### src/ptsdc_pkg.sv
`timescale 1ns / 1ps
`default_nettype none

package ptsdc_pkg;

    typedef enum logic [1:0] {
        KIND_PULSE = 2'd0,
        KIND_MSG   = 2'd1,
        KIND_QUERY = 2'd2
    } kind_t;

    typedef enum logic [2:0] {
        OUT_NONE     = 3'd0,
        OUT_NO_PULSE = 3'd1,
        OUT_TOO_OLD  = 3'd2,
        OUT_BAD_DATE = 3'd3,
        OUT_SYNCED   = 3'd4
    } outcome_t;

    localparam int CFG_IDX_W  = 3;
    localparam int CFG_DATA_W = 32;

    localparam logic [CFG_IDX_W-1:0] CFG_STALE_TIMEOUT = 3'd0;
    localparam logic [CFG_IDX_W-1:0] CFG_PAIR_WINDOW   = 3'd1;
    localparam logic [CFG_IDX_W-1:0] CFG_INTERVAL_LOW  = 3'd2;
    localparam logic [CFG_IDX_W-1:0] CFG_INTERVAL_HIGH = 3'd3;
    localparam logic [CFG_IDX_W-1:0] CFG_SMOOTH_SHIFT  = 3'd4;
    localparam logic [CFG_IDX_W-1:0] CFG_MIN_SAMPLES   = 3'd5;
    localparam logic [CFG_IDX_W-1:0] CFG_LEAP_FLAG     = 3'd6;

    localparam logic [20:0] NOMINAL_US = 21'd1000000;

    // floor(x / 100) = (x * 5243) >> 19 for every 12-bit x
    localparam logic [12:0] Q100_MUL   = 13'd5243;
    localparam int          Q100_SHIFT = 19;
    // (1969/4) - (1969/100) + (1969/400)
    localparam logic [31:0] LEAP_BASE  = 32'd477;
    localparam logic [31:0] EPOCH_YEAR = 32'd1970;

    localparam int QUEUE_DEPTH = 4;
    localparam int QPTR_W      = 2;

    typedef struct packed {
        logic [31:0] stale_timeout_us;
        logic [19:0] pairing_window_us;
        logic [20:0] interval_low_us;
        logic [20:0] interval_high_us;
        logic [3:0]  smoothing_shift;
        logic [7:0]  min_samples;
        logic [1:0]  leap_flag;
    } cfg_t;

    typedef struct packed {
        logic [11:0] year;
        logic [3:0]  month;
        logic [4:0]  day;
        logic [4:0]  hour;
        logic [5:0]  minute;
        logic [5:0]  second;
    } cal_fields_t;

    // one classified request handed from the front to the back
    typedef struct packed {
        logic [62:0] now_us;
        outcome_t    outcome;
        logic [62:0] pulse_time;
        logic [36:0] smoothed;
        logic [7:0]  count;
        cal_fields_t date;
    } entry_t;

    typedef struct packed {
        logic [31:0] epoch_seconds;
        logic [62:0] pulse_time_us;
        logic [20:0] us_per_second;
        logic        time_valid;
        logic [20:0] crystal_calibration;
        logic [1:0]  leap_out;
        logic        sync_done;
        outcome_t    outcome;
    } result_t;

    // days before the first of the month; month 0 acts as January, 13..15 as December
    function automatic logic [8:0] month_start(input logic [3:0] month);
        logic [8:0] days;
        case (month)
            4'd2:    days = 9'd31;
            4'd3:    days = 9'd59;
            4'd4:    days = 9'd90;
            4'd5:    days = 9'd120;
            4'd6:    days = 9'd151;
            4'd7:    days = 9'd181;
            4'd8:    days = 9'd212;
            4'd9:    days = 9'd243;
            4'd10:   days = 9'd273;
            4'd11:   days = 9'd304;
            4'd12,
            4'd13,
            4'd14,
            4'd15:   days = 9'd334;
            default: days = 9'd0;
        endcase
        return days;
    endfunction

endpackage

`default_nettype wire

### src/ptsdc_fifo.sv
`timescale 1ns / 1ps
`default_nettype none

module ptsdc_fifo (
    input  wire logic             clk,
    input  wire logic             rst_n,
    input  wire logic             push,
    input  wire ptsdc_pkg::entry_t push_entry,
    output logic                  full,
    input  wire logic             pop,
    output logic                  not_empty,
    output ptsdc_pkg::entry_t     head
);
    import ptsdc_pkg::*;

    entry_t              queue_reg [QUEUE_DEPTH];
    logic [QPTR_W-1:0]   wr_ptr_reg;
    logic [QPTR_W-1:0]   wr_ptr_next;
    logic [QPTR_W-1:0]   rd_ptr_reg;
    logic [QPTR_W-1:0]   rd_ptr_next;
    logic [QPTR_W:0]     count_reg;
    logic [QPTR_W:0]     count_next;

    assign full      = (count_reg == (QPTR_W+1)'(QUEUE_DEPTH));
    assign not_empty = (count_reg != '0);
    assign head      = queue_reg[rd_ptr_reg];

    always_comb
    begin
        wr_ptr_next = push ? wr_ptr_reg + 1'b1 : wr_ptr_reg;
        rd_ptr_next = pop ? rd_ptr_reg + 1'b1 : rd_ptr_reg;
        count_next  = count_reg + (QPTR_W+1)'(push) - (QPTR_W+1)'(pop);
    end

    always_ff @(posedge clk or negedge rst_n)
    begin
        if (!rst_n)
        begin
            wr_ptr_reg <= '0;
            rd_ptr_reg <= '0;
            count_reg  <= '0;
        end
        else
        begin
            wr_ptr_reg <= wr_ptr_next;
            rd_ptr_reg <= rd_ptr_next;
            count_reg  <= count_next;
        end
    end

    always_ff @(posedge clk)
    begin
        if (push)
        begin
            queue_reg[wr_ptr_reg] <= push_entry;
        end
    end

endmodule

`default_nettype wire

### src/ptsdc_front.sv
`timescale 1ns / 1ps
`default_nettype none

module ptsdc_front (
    input  wire logic               clk,
    input  wire logic               rst_n,
    input  wire ptsdc_pkg::cfg_t    cfg,
    input  wire logic               in_valid,
    output logic                    in_ready,
    input  wire ptsdc_pkg::kind_t   kind,
    input  wire logic [62:0]        now_us,
    input  wire ptsdc_pkg::cal_fields_t date,
    input  wire logic               date_ok,
    input  wire logic               time_ok,
    input  wire logic               q_full,
    output logic                    q_push,
    output ptsdc_pkg::entry_t       q_entry
);
    import ptsdc_pkg::*;

    logic [62:0]        last_pulse_time_reg;
    logic [62:0]        last_pulse_time_next;
    logic               pulse_seen_reg;
    logic               pulse_seen_next;
    logic               pulse_pending_reg;
    logic               pulse_pending_next;
    logic [63:0]        last_interval_reg;
    logic [63:0]        last_interval_next;
    logic               interval_known_reg;
    logic               interval_known_next;
    logic [36:0]        smoothed_reg;
    logic [36:0]        smoothed_next;
    logic [7:0]         count_reg;
    logic [7:0]         count_next;

    logic               accept;
    logic [63:0]        diff;
    logic               sample_ok;
    logic [36:0]        sample;
    logic signed [37:0] step;
    logic signed [37:0] step_sh;
    logic signed [37:0] fold_sum;
    logic [36:0]        fold_value;
    outcome_t           outcome;

    assign in_ready = !q_full;
    assign accept   = in_valid && !q_full;
    assign q_push   = accept;

    always_comb
    begin
        // signed elapsed time since the last edge; timer values are below 2^63
        diff = {1'b0, now_us} - {1'b0, last_pulse_time_reg};

        sample_ok = interval_known_reg
                 && ($signed(last_interval_reg) > $signed({43'b0, cfg.interval_low_us}))
                 && ($signed(last_interval_reg) < $signed({43'b0, cfg.interval_high_us}));
        sample    = {last_interval_reg[20:0], 16'b0};

        // arithmetic shift floors the negative step, which matches the
        // rounded-up decrement of the average
        step       = $signed({1'b0, sample}) - $signed({1'b0, smoothed_reg});
        step_sh    = step >>> cfg.smoothing_shift;
        fold_sum   = $signed({1'b0, smoothed_reg}) + step_sh;
        fold_value = (count_reg == 8'd0) ? sample : fold_sum[36:0];
    end

    always_comb
    begin
        last_pulse_time_next = last_pulse_time_reg;
        pulse_seen_next      = pulse_seen_reg;
        pulse_pending_next   = pulse_pending_reg;
        last_interval_next   = last_interval_reg;
        interval_known_next  = interval_known_reg;
        smoothed_next        = smoothed_reg;
        count_next           = count_reg;
        outcome              = OUT_NONE;

        case (kind)
            KIND_PULSE:
            begin
                if (pulse_seen_reg)
                begin
                    last_interval_next  = diff;
                    interval_known_next = 1'b1;
                end
                last_pulse_time_next = now_us;
                pulse_seen_next      = 1'b1;
                pulse_pending_next   = 1'b1;
            end
            KIND_MSG:
            begin
                if (!pulse_pending_reg)
                begin
                    outcome = OUT_NO_PULSE;
                end
                else if ($signed(diff) > $signed({44'b0, cfg.pairing_window_us}))
                begin
                    pulse_pending_next = 1'b0;
                    outcome            = OUT_TOO_OLD;
                end
                else if (!(date_ok && time_ok))
                begin
                    outcome = OUT_BAD_DATE;
                end
                else
                begin
                    if (sample_ok)
                    begin
                        smoothed_next = fold_value;
                        if (count_reg != 8'd255)
                        begin
                            count_next = count_reg + 8'd1;
                        end
                    end
                    pulse_pending_next = 1'b0;
                    outcome            = OUT_SYNCED;
                end
            end
            default:
            begin
                outcome = OUT_NONE;
            end
        endcase
    end

    always_comb
    begin
        q_entry.now_us     = now_us;
        q_entry.outcome    = outcome;
        q_entry.pulse_time = last_pulse_time_reg;
        q_entry.smoothed   = smoothed_next;
        q_entry.count      = count_next;
        q_entry.date       = date;
    end

    always_ff @(posedge clk or negedge rst_n)
    begin
        if (!rst_n)
        begin
            last_pulse_time_reg <= '0;
            pulse_seen_reg      <= 1'b0;
            pulse_pending_reg   <= 1'b0;
            last_interval_reg   <= '0;
            interval_known_reg  <= 1'b0;
            smoothed_reg        <= '0;
            count_reg           <= '0;
        end
        else if (accept)
        begin
            last_pulse_time_reg <= last_pulse_time_next;
            pulse_seen_reg      <= pulse_seen_next;
            pulse_pending_reg   <= pulse_pending_next;
            last_interval_reg   <= last_interval_next;
            interval_known_reg  <= interval_known_next;
            smoothed_reg        <= smoothed_next;
            count_reg           <= count_next;
        end
    end

endmodule

`default_nettype wire

### src/ptsdc_back.sv
`timescale 1ns / 1ps
`default_nettype none

module ptsdc_back (
    input  wire logic            clk,
    input  wire logic            rst_n,
    input  wire ptsdc_pkg::cfg_t cfg,
    input  wire logic            q_valid,
    input  wire ptsdc_pkg::entry_t q_entry,
    output logic                 q_pop,
    output logic                 res_valid,
    input  wire logic            res_ready,
    output ptsdc_pkg::result_t   res
);
    import ptsdc_pkg::*;

    // stage 1: quotient by 100 and rounded average
    logic          s1_valid_reg;
    entry_t        s1_entry_reg;
    logic [5:0]    s1_q100_reg;
    logic [20:0]   s1_round_reg;
    // stage 2: day count
    logic          s2_valid_reg;
    entry_t        s2_entry_reg;
    logic [31:0]   s2_days_reg;
    logic [20:0]   s2_round_reg;
    // result register
    logic          res_valid_reg;
    result_t       res_reg;
    result_t       res_next;

    logic [31:0]   synced_epoch_reg;
    logic [31:0]   synced_epoch_next;
    logic [62:0]   synced_pulse_time_reg;
    logic [62:0]   synced_pulse_time_next;
    logic [20:0]   synced_rate_reg;
    logic [20:0]   synced_rate_next;
    logic          synced_valid_reg;
    logic          synced_valid_next;

    logic          en;
    logic [24:0]   q100_prod;
    logic [37:0]   round_sum;

    logic [11:0]   year;
    logic [11:0]   rem100;
    logic          div100;
    logic          year_zero;
    logic          leap_year;
    logic [9:0]    q4m;
    logic [5:0]    q100m;
    logic [3:0]    q400m;
    logic [31:0]   days;

    logic          sync;
    logic          calib_ok;
    logic [31:0]   epoch_calc;
    logic [63:0]   age;

    assign en        = !res_valid_reg || res_ready;
    assign q_pop     = en && q_valid;
    assign res_valid = res_valid_reg;
    assign res       = res_reg;

    always_comb
    begin
        q100_prod = {13'b0, q_entry.date.year} * {12'b0, Q100_MUL};
        round_sum = {1'b0, q_entry.smoothed} + 38'(1 << 15);
    end

    always_comb
    begin
        year      = s1_entry_reg.date.year;
        rem100    = year - ({6'b0, s1_q100_reg} * 12'd100);
        div100    = (rem100 == 12'd0);
        year_zero = (year == 12'd0);
        leap_year = (year[1:0] == 2'b00) && (!div100 || (s1_q100_reg[1:0] == 2'b00));
        // quotients of year - 1; all zero for year 0 (C division truncates)
        q4m   = year_zero ? 10'd0 : 10'((year - 12'd1) >> 2);
        q100m = year_zero ? 6'd0 : s1_q100_reg - 6'(div100);
        q400m = q100m[5:2];
        days  = (32'(year) - EPOCH_YEAR) * 32'd365
              + 32'(q4m) - 32'(q100m) + 32'(q400m) - LEAP_BASE
              + 32'(month_start(s1_entry_reg.date.month))
              + 32'(s1_entry_reg.date.day) - 32'd1
              + 32'((s1_entry_reg.date.month > 4'd2) && leap_year);
    end

    always_comb
    begin
        sync     = (s2_entry_reg.outcome == OUT_SYNCED);
        calib_ok = (s2_entry_reg.count >= cfg.min_samples);

        epoch_calc = s2_days_reg * 32'd86400
                   + 32'(s2_entry_reg.date.hour) * 32'd3600
                   + 32'(s2_entry_reg.date.minute) * 32'd60
                   + 32'(s2_entry_reg.date.second);

        synced_epoch_next      = synced_epoch_reg;
        synced_pulse_time_next = synced_pulse_time_reg;
        synced_rate_next       = synced_rate_reg;
        synced_valid_next      = synced_valid_reg;
        if (sync)
        begin
            synced_epoch_next      = epoch_calc;
            synced_pulse_time_next = s2_entry_reg.pulse_time;
            synced_rate_next       = calib_ok ? s2_round_reg : NOMINAL_US;
            synced_valid_next      = 1'b1;
        end

        age = {1'b0, s2_entry_reg.now_us} - {1'b0, synced_pulse_time_next};

        res_next.epoch_seconds       = synced_epoch_next;
        res_next.pulse_time_us       = synced_pulse_time_next;
        res_next.us_per_second       = synced_rate_next;
        res_next.time_valid          = synced_valid_next && !age[63]
                                    && (age[62:0] < {31'b0, cfg.stale_timeout_us});
        res_next.crystal_calibration = calib_ok ? s2_round_reg : 21'd0;
        res_next.leap_out            = cfg.leap_flag;
        res_next.sync_done           = sync;
        res_next.outcome             = s2_entry_reg.outcome;
    end

    always_ff @(posedge clk or negedge rst_n)
    begin
        if (!rst_n)
        begin
            s1_valid_reg          <= 1'b0;
            s2_valid_reg          <= 1'b0;
            res_valid_reg         <= 1'b0;
            synced_epoch_reg      <= '0;
            synced_pulse_time_reg <= '0;
            synced_rate_reg       <= NOMINAL_US;
            synced_valid_reg      <= 1'b0;
        end
        else if (en)
        begin
            s1_valid_reg  <= q_valid;
            s2_valid_reg  <= s1_valid_reg;
            res_valid_reg <= s2_valid_reg;
            if (s2_valid_reg)
            begin
                synced_epoch_reg      <= synced_epoch_next;
                synced_pulse_time_reg <= synced_pulse_time_next;
                synced_rate_reg       <= synced_rate_next;
                synced_valid_reg      <= synced_valid_next;
            end
        end
    end

    always_ff @(posedge clk)
    begin
        if (en)
        begin
            s1_entry_reg <= q_entry;
            s1_q100_reg  <= q100_prod[Q100_SHIFT+5:Q100_SHIFT];
            s1_round_reg <= round_sum[36:16];
            s2_entry_reg <= s1_entry_reg;
            s2_days_reg  <= days;
            s2_round_reg <= s1_round_reg;
            res_reg      <= res_next;
        end
    end

endmodule

`default_nettype wire

### src/pps_time_sync_drift_calibrator.sv
// Path: queue, back stages 1 and 2, result register, m_tvalid. Throughput: one request
// per cycle while s_tready is high; the back pipeline advances whenever its result register
// is empty or taken, and a four-entry queue absorbs output stalls before s_tready drops.
// Reset (rst_n low, asynchronous) clears all synchronizer state and returns every
// configuration register to its default.
`timescale 1ns / 1ps
`default_nettype none

module pps_time_sync_drift_calibrator (
    input  wire logic          clk,
    input  wire logic          rst_n,
    input  wire logic          cfg_wr_en,
    input  wire logic [2:0]    cfg_addr,
    input  wire logic [31:0]   cfg_wdata,
    input  wire logic          s_tvalid,
    output logic               s_tready,
    // now_us[62:0], year[74:63], month[78:75], day[83:79], hour[88:84],
    // minute[94:89], second[100:95], date_ok[101], time_ok[102], zero[103]
    input  wire logic [103:0]  s_tdata,
    // kind[1:0]
    input  wire logic [1:0]    s_tuser,
    output logic               m_tvalid,
    input  wire logic          m_tready,
    // epoch_seconds[31:0], pulse_time_us[94:32], us_per_second[115:95], time_valid[116],
    // crystal_calibration[137:117], leap_out[139:138], sync_done[140], outcome[143:141]
    output logic [143:0]       m_tdata
);
    import ptsdc_pkg::*;

    cfg_t         cfg_reg;
    cal_fields_t  in_date;
    logic         q_full;
    logic         q_push;
    entry_t       q_push_entry;
    logic         q_pop;
    logic         q_not_empty;
    entry_t       q_head;
    result_t      res;

    always_ff @(posedge clk or negedge rst_n)
    begin
        if (!rst_n)
        begin
            cfg_reg.stale_timeout_us  <= 32'd10000000;
            cfg_reg.pairing_window_us <= 20'd500000;
            cfg_reg.interval_low_us   <= 21'd999000;
            cfg_reg.interval_high_us  <= 21'd1001000;
            cfg_reg.smoothing_shift   <= 4'd4;
            cfg_reg.min_samples       <= 8'd4;
            cfg_reg.leap_flag         <= 2'd0;
        end
        else if (cfg_wr_en)
        begin
            case (cfg_addr)
                CFG_STALE_TIMEOUT: cfg_reg.stale_timeout_us  <= cfg_wdata;
                CFG_PAIR_WINDOW:   cfg_reg.pairing_window_us <= cfg_wdata[19:0];
                CFG_INTERVAL_LOW:  cfg_reg.interval_low_us   <= cfg_wdata[20:0];
                CFG_INTERVAL_HIGH: cfg_reg.interval_high_us  <= cfg_wdata[20:0];
                CFG_SMOOTH_SHIFT:  cfg_reg.smoothing_shift   <= cfg_wdata[3:0];
                CFG_MIN_SAMPLES:   cfg_reg.min_samples       <= cfg_wdata[7:0];
                CFG_LEAP_FLAG:     cfg_reg.leap_flag         <= cfg_wdata[1:0];
                default:           ;
            endcase
        end
    end

    always_comb
    begin
        in_date.year   = s_tdata[74:63];
        in_date.month  = s_tdata[78:75];
        in_date.day    = s_tdata[83:79];
        in_date.hour   = s_tdata[88:84];
        in_date.minute = s_tdata[94:89];
        in_date.second = s_tdata[100:95];
    end

    ptsdc_front u_front (
        .clk      (clk),
        .rst_n    (rst_n),
        .cfg      (cfg_reg),
        .in_valid (s_tvalid),
        .in_ready (s_tready),
        .kind     (kind_t'(s_tuser)),
        .now_us   (s_tdata[62:0]),
        .date     (in_date),
        .date_ok  (s_tdata[101]),
        .time_ok  (s_tdata[102]),
        .q_full   (q_full),
        .q_push   (q_push),
        .q_entry  (q_push_entry)
    );

    ptsdc_fifo u_queue (
        .clk        (clk),
        .rst_n      (rst_n),
        .push       (q_push),
        .push_entry (q_push_entry),
        .full       (q_full),
        .pop        (q_pop),
        .not_empty  (q_not_empty),
        .head       (q_head)
    );

    ptsdc_back u_back (
        .clk       (clk),
        .rst_n     (rst_n),
        .cfg       (cfg_reg),
        .q_valid   (q_not_empty),
        .q_entry   (q_head),
        .q_pop     (q_pop),
        .res_valid (m_tvalid),
        .res_ready (m_tready),
        .res       (res)
    );

    assign m_tdata = {res.outcome, res.sync_done, res.leap_out, res.crystal_calibration,
                      res.time_valid, res.us_per_second, res.pulse_time_us,
                      res.epoch_seconds};

endmodule

`default_nettype wire

### config.mk
export PLATFORM = sky130hd
export DESIGN_NAME = pps_time_sync_drift_calibrator
export DESIGN_NICKNAME = d
export VERILOG_FILES = /design/src/ptsdc_pkg.sv /design/src/ptsdc_fifo.sv /design/src/ptsdc_front.sv /design/src/ptsdc_back.sv /design/src/pps_time_sync_drift_calibrator.sv
export SDC_FILE = /design/constraint.sdc
export NUM_CORES = 2
export LEC_CHECK = 0
export BUFFER_PORTS_ARGS = -buffer_cell sky130_fd_sc_hd__buf_2
export CAP_MARGIN = 20
export CORE_MARGIN = 1.5
export CORE_UTILIZATION = 35
export DETAILED_ROUTE_END_ITERATION = 10
export GPL_ROUTABILITY_DRIVEN = 0
export GPL_TIMING_DRIVEN = 0
export PLACE_DENSITY = 0.56
export SLEW_MARGIN = 5
export SYNTH_ARGS = -nofsm -noshare
export SYNTH_HDL_FRONTEND = slang
export SYNTH_SLANG_ARGS = --single-unit
### constraint.sdc
create_clock -name clk -period 59.2 [get_ports clk]
set_input_delay 14.8 -clock clk [delete_from_list [all_inputs] [get_ports clk]]
set_output_delay 14.8 -clock clk [all_outputs]
set_load 0.005 [all_outputs]
==> PnR_summary.wiki <==
{| class="wikitable"
! Metric !! Value
|-
| Number of buffers inserted by post-CTS setup repair || 0
|-
| Clock tree root driver cell || clkbuf_16
|-
| Clock input transition at the sequential cells of the worst setup and hold paths || 0.06 ns
|-
| Critical setup path kind || in -> reg
|-
| Die width || 515 microns
|-
| Layout Nets || 8678
|-
| Total nets after synthesis || 8139
|-
| Peak Freq || 47.4 MHz
|-
| Placed instance count || 11000
|-
| Post-synthesis cell area || 0.0918 sq mm
|-
| Detailed Place HPWL || 187 mm
|-
| RSZ-0062 raised after global routing || no
|-
| Number of violations of the max-capacitance limit || 0
|-
| Final TNS setup || 0 ns
|-
| DR iter-0 viols || 4304
|-
| Slew at the pin closest to its max-slew limit || 1.15 ns
|-
| Cell seen most often among critical-path stages || nand2_1
|-
| Leading register cell type out of synthesis || edfxtp_1
|-
| Async set-or-reset flop fraction in the synthesized netlist || 23.4%
|-
| Delay contributed by the slowest stage of the critical path || 0.69 ns
|-
| Aggregate global routing overflow || 0
|-
| Worst path arrival time || 21.62 ns
|-
| Initial core utilization || 35.3%
|-
| Length of the first detailed-routing pass in iterations || 6
|-
| Hold Violations, Final || 0
|-
| Post-route DRC || 0
|-
| Wire length reported by the detailed router || 247 mm
|-
| Sinks on Clock Net || 1753
|-
| Count of vias placed by the detailed router || 58600
|-
| Max stage delay cell, worst path || nor4_4
|-
| Hold_buf cts || 0
|-
| Die area || 0.265 sq mm
|-
| Worst Path Required || 59.72 ns
|-
| Instance count of the mapped netlist || 7143
|-
| # setup viols final || 0
|-
| Count of pins over their slew limit || 0
|-
| Worst-case headroom to the max-slew limit || 23.2%
|-
| Number of vias per cell after detailed routing || 5.15
|-
| Period utilization || 35.6%
|-
| Number of flops mapped to enable cells by yosys || 1334
|-
| Seq/Total Area, Yosys || 55.1%
|-
| Number of routed nets with antenna violations || 0
|-
| Distinct cell type count of the synthesized netlist || 101
|-
| Initial antenna violation count || 54
|-
| Clock tree from TritonCTS || done
|-
| H-tree lvl count || 4
|-
| Wire length of the first global-routing pass || 369 mm
|-
| Maximum fanout count along the critical path || 10
|-
| Nature of the critical path endpoint || flop
|-
| Total of warnings raised by yosys || 0
|-
| Share of final-layout standard cells stronger than drive strength 1 || 14.7%
|-
| Status || finished clean
|-
| Path category of the worst min-delay check || reg -> reg
|-
| Filler cells || 24500
|-
| Placeable core region || 0.260 sq mm
|-
| Y dimension of the die || 515 microns
|-
| Number of buffers created by CTS || 192
|-
| Routed wire length per instance || 21.7 microns
|-
| Max FFs per register || 788
|-
| Average cell area after synthesis || 12.8 sq um
|-
| CTS max path bufs || 3
|-
| Shortest period the worst path allows || 21.10 ns
|-
| Pin count of the biggest net entering global routing || 105
|-
| Post-route clock skew || 0.0647 ns
|-
| Clock latency of the later-clocked register in the worst-skew pair || 0.84 ns
|-
| Area growth from synthesis to layout || 14.9%
|-
| Post-layout instance count excluding filler cells || 11400
|-
| Number of flip-flops and latches in the synthesized netlist || 1753
|-
| Post-cts repair resize count || 0
|-
| Startpoint class of the critical path || input pin
|-
| Number of ports placed on the die boundary || 292
|-
| Number of global-route vias before repair || 58400
|-
| Count of input and output buffers || 289
|-
| Number of placement rows || 187
|-
| Total global-route track usage || 18.5%
|}
-- Yosys cell counts (40+ instances only) --
cell,number,area [sq um]
nor3_1,89,445
nand2_1,594,2230
buf_1,40,150
nor4_1,41,257
a21oi_1,326,1630
a211oi_1,40,300
mux4_2,200,4500
dfstp_2,45,1180
nand4_1,62,388
nor2_1,285,1070
edfxtp_1,1334,40100
fa_1,205,4100
mux2i_1,122,1220
mux2_2,175,1970
a21o_1,134,1010
inv_1,754,2830
clkbuf_1,182,683
xnor2_1,180,1580
xor2_1,123,1080
o21ai_0,464,2320
nor2b_1,41,257
o21bai_1,42,315
dfrtp_1,365,9130
and3_1,48,300
nand2b_1,58,363
ha_1,645,8070
nand3_1,102,510
-- per-stage QoR --
stage | area (sq um) | setup slack [ns] | hold slack (ns) | util (%)
3_5_place_dp | 98700 | 37.30 | 0.405 | 37.9
4_1_cts | 105000 | 38.17 | 0.394 | 40.5
3_3_place_gp | 97600 | 12.23 | 0.402 | 37.5
5_1_grt | 105000 | 37.74 | 0.399 | 40.5
6_report | 105000 | 38.10 | 0.392 | 40.5
2_1_floorplan | 91800 | 24.02 | 0.400 | -
-- path summary, 6_finish.rpt --
path | startpoint | end | slack [ns] | cells past startpoint
min | u_back.s1_round_reg[14] | u_back.s2_round_reg[14] | 0.39 | 0
min reg2reg | u_back.s1_round_reg[14] | u_back.s2_round_reg[14] | 0.39 | 0
max reg2reg | u_back.res_next[1] | u_back.res[27] | 47.98 | 32
max | s_tdata[5] | u_queue.queue_reg[3][75] | 38.10 | 27
max in group asynchronous | rst_n | u_back.synced_pulse_time_reg[54] | 43.86 | 3
min in group asynchronous | rst_n | cfg_reg[1] | 13.90 | 1
-- layer usage --
layer | share of wire, % | global-route usage [%]
met1 | 45 | 25.0
met2 | 47 | 30.2
met3 | 5.4 | 3.11
met4 | 3.0 | 5.66
met5 | 0.083 | 0
-- kinds of logic (layout without fill, tap and decap cells) --
logic type      after synthesis  in the layout  share of synthesized area [%]
flops                      1753           1753                           55.1
simple gates               1436           1436                           7.28
compound gates             1284           1284                           8.64
buf+inv                     997           1703                           4.13
fa+ha+maj                   850            850                           13.3
mux                         520            520                           8.69
xor+xnor                    303            303                           2.89
other cells                   0             24                              0
-- placed cells by master, fill, tap and decap left out, types with 102 or more instances in the layout --
cell       netlist  final
mux2i_1        122    122
ha_1           645    645
edfxtp_1      1334   1334
nor2_1         285    285
clkbuf_1       182    218
dfrtp_1        365    365
clkbuf_16        0    195
a21oi_1        326    326
xor2_1         123    123
mux2_2         175    175
nand3_1        102    102
inv_1          754    754
o21ai_0        464    464
fa_1           205    205
xnor2_1        180    180
mux4_2         200    200
nand2_1        594    594
buf_2            9    303
a21o_1         134    134
-- critical path, delay by kind of cell --
kind / cells / cell delay [ns]
xor gates and xnor gates: 1 / 0.33
AOI/OAI and AO/OA: 9 / 2.30
buffers and inverters: 4 / 0.95
adders and majority gates: 2 / 0.76
and+or+nand+nor: 11 / 2.46
-- area by class of cell --
cell class | instances | area (sq um) | area share [%]
Inverter | 759 | 2850 | 2.70
Sequential cell | 1753 | 50600 | 47.9
Tap cell | 3496 | 4370 | 4.15
Timing Repair Buffer | 345 | 2620 | 2.48
Multi-Input combinational cell | 4393 | 37400 | 35.5
Clock inverter | 105 | 1310 | 1.24
Antenna cell | 24 | 60.1 | 0.0570
Buffer | 238 | 962 | 0.912
Clock buffer | 256 | 5280 | 5.01
Power is left out: the tool's default activity adds up to more than one toggle a clock period on the data nets, which glitch-free logic cannot reach.
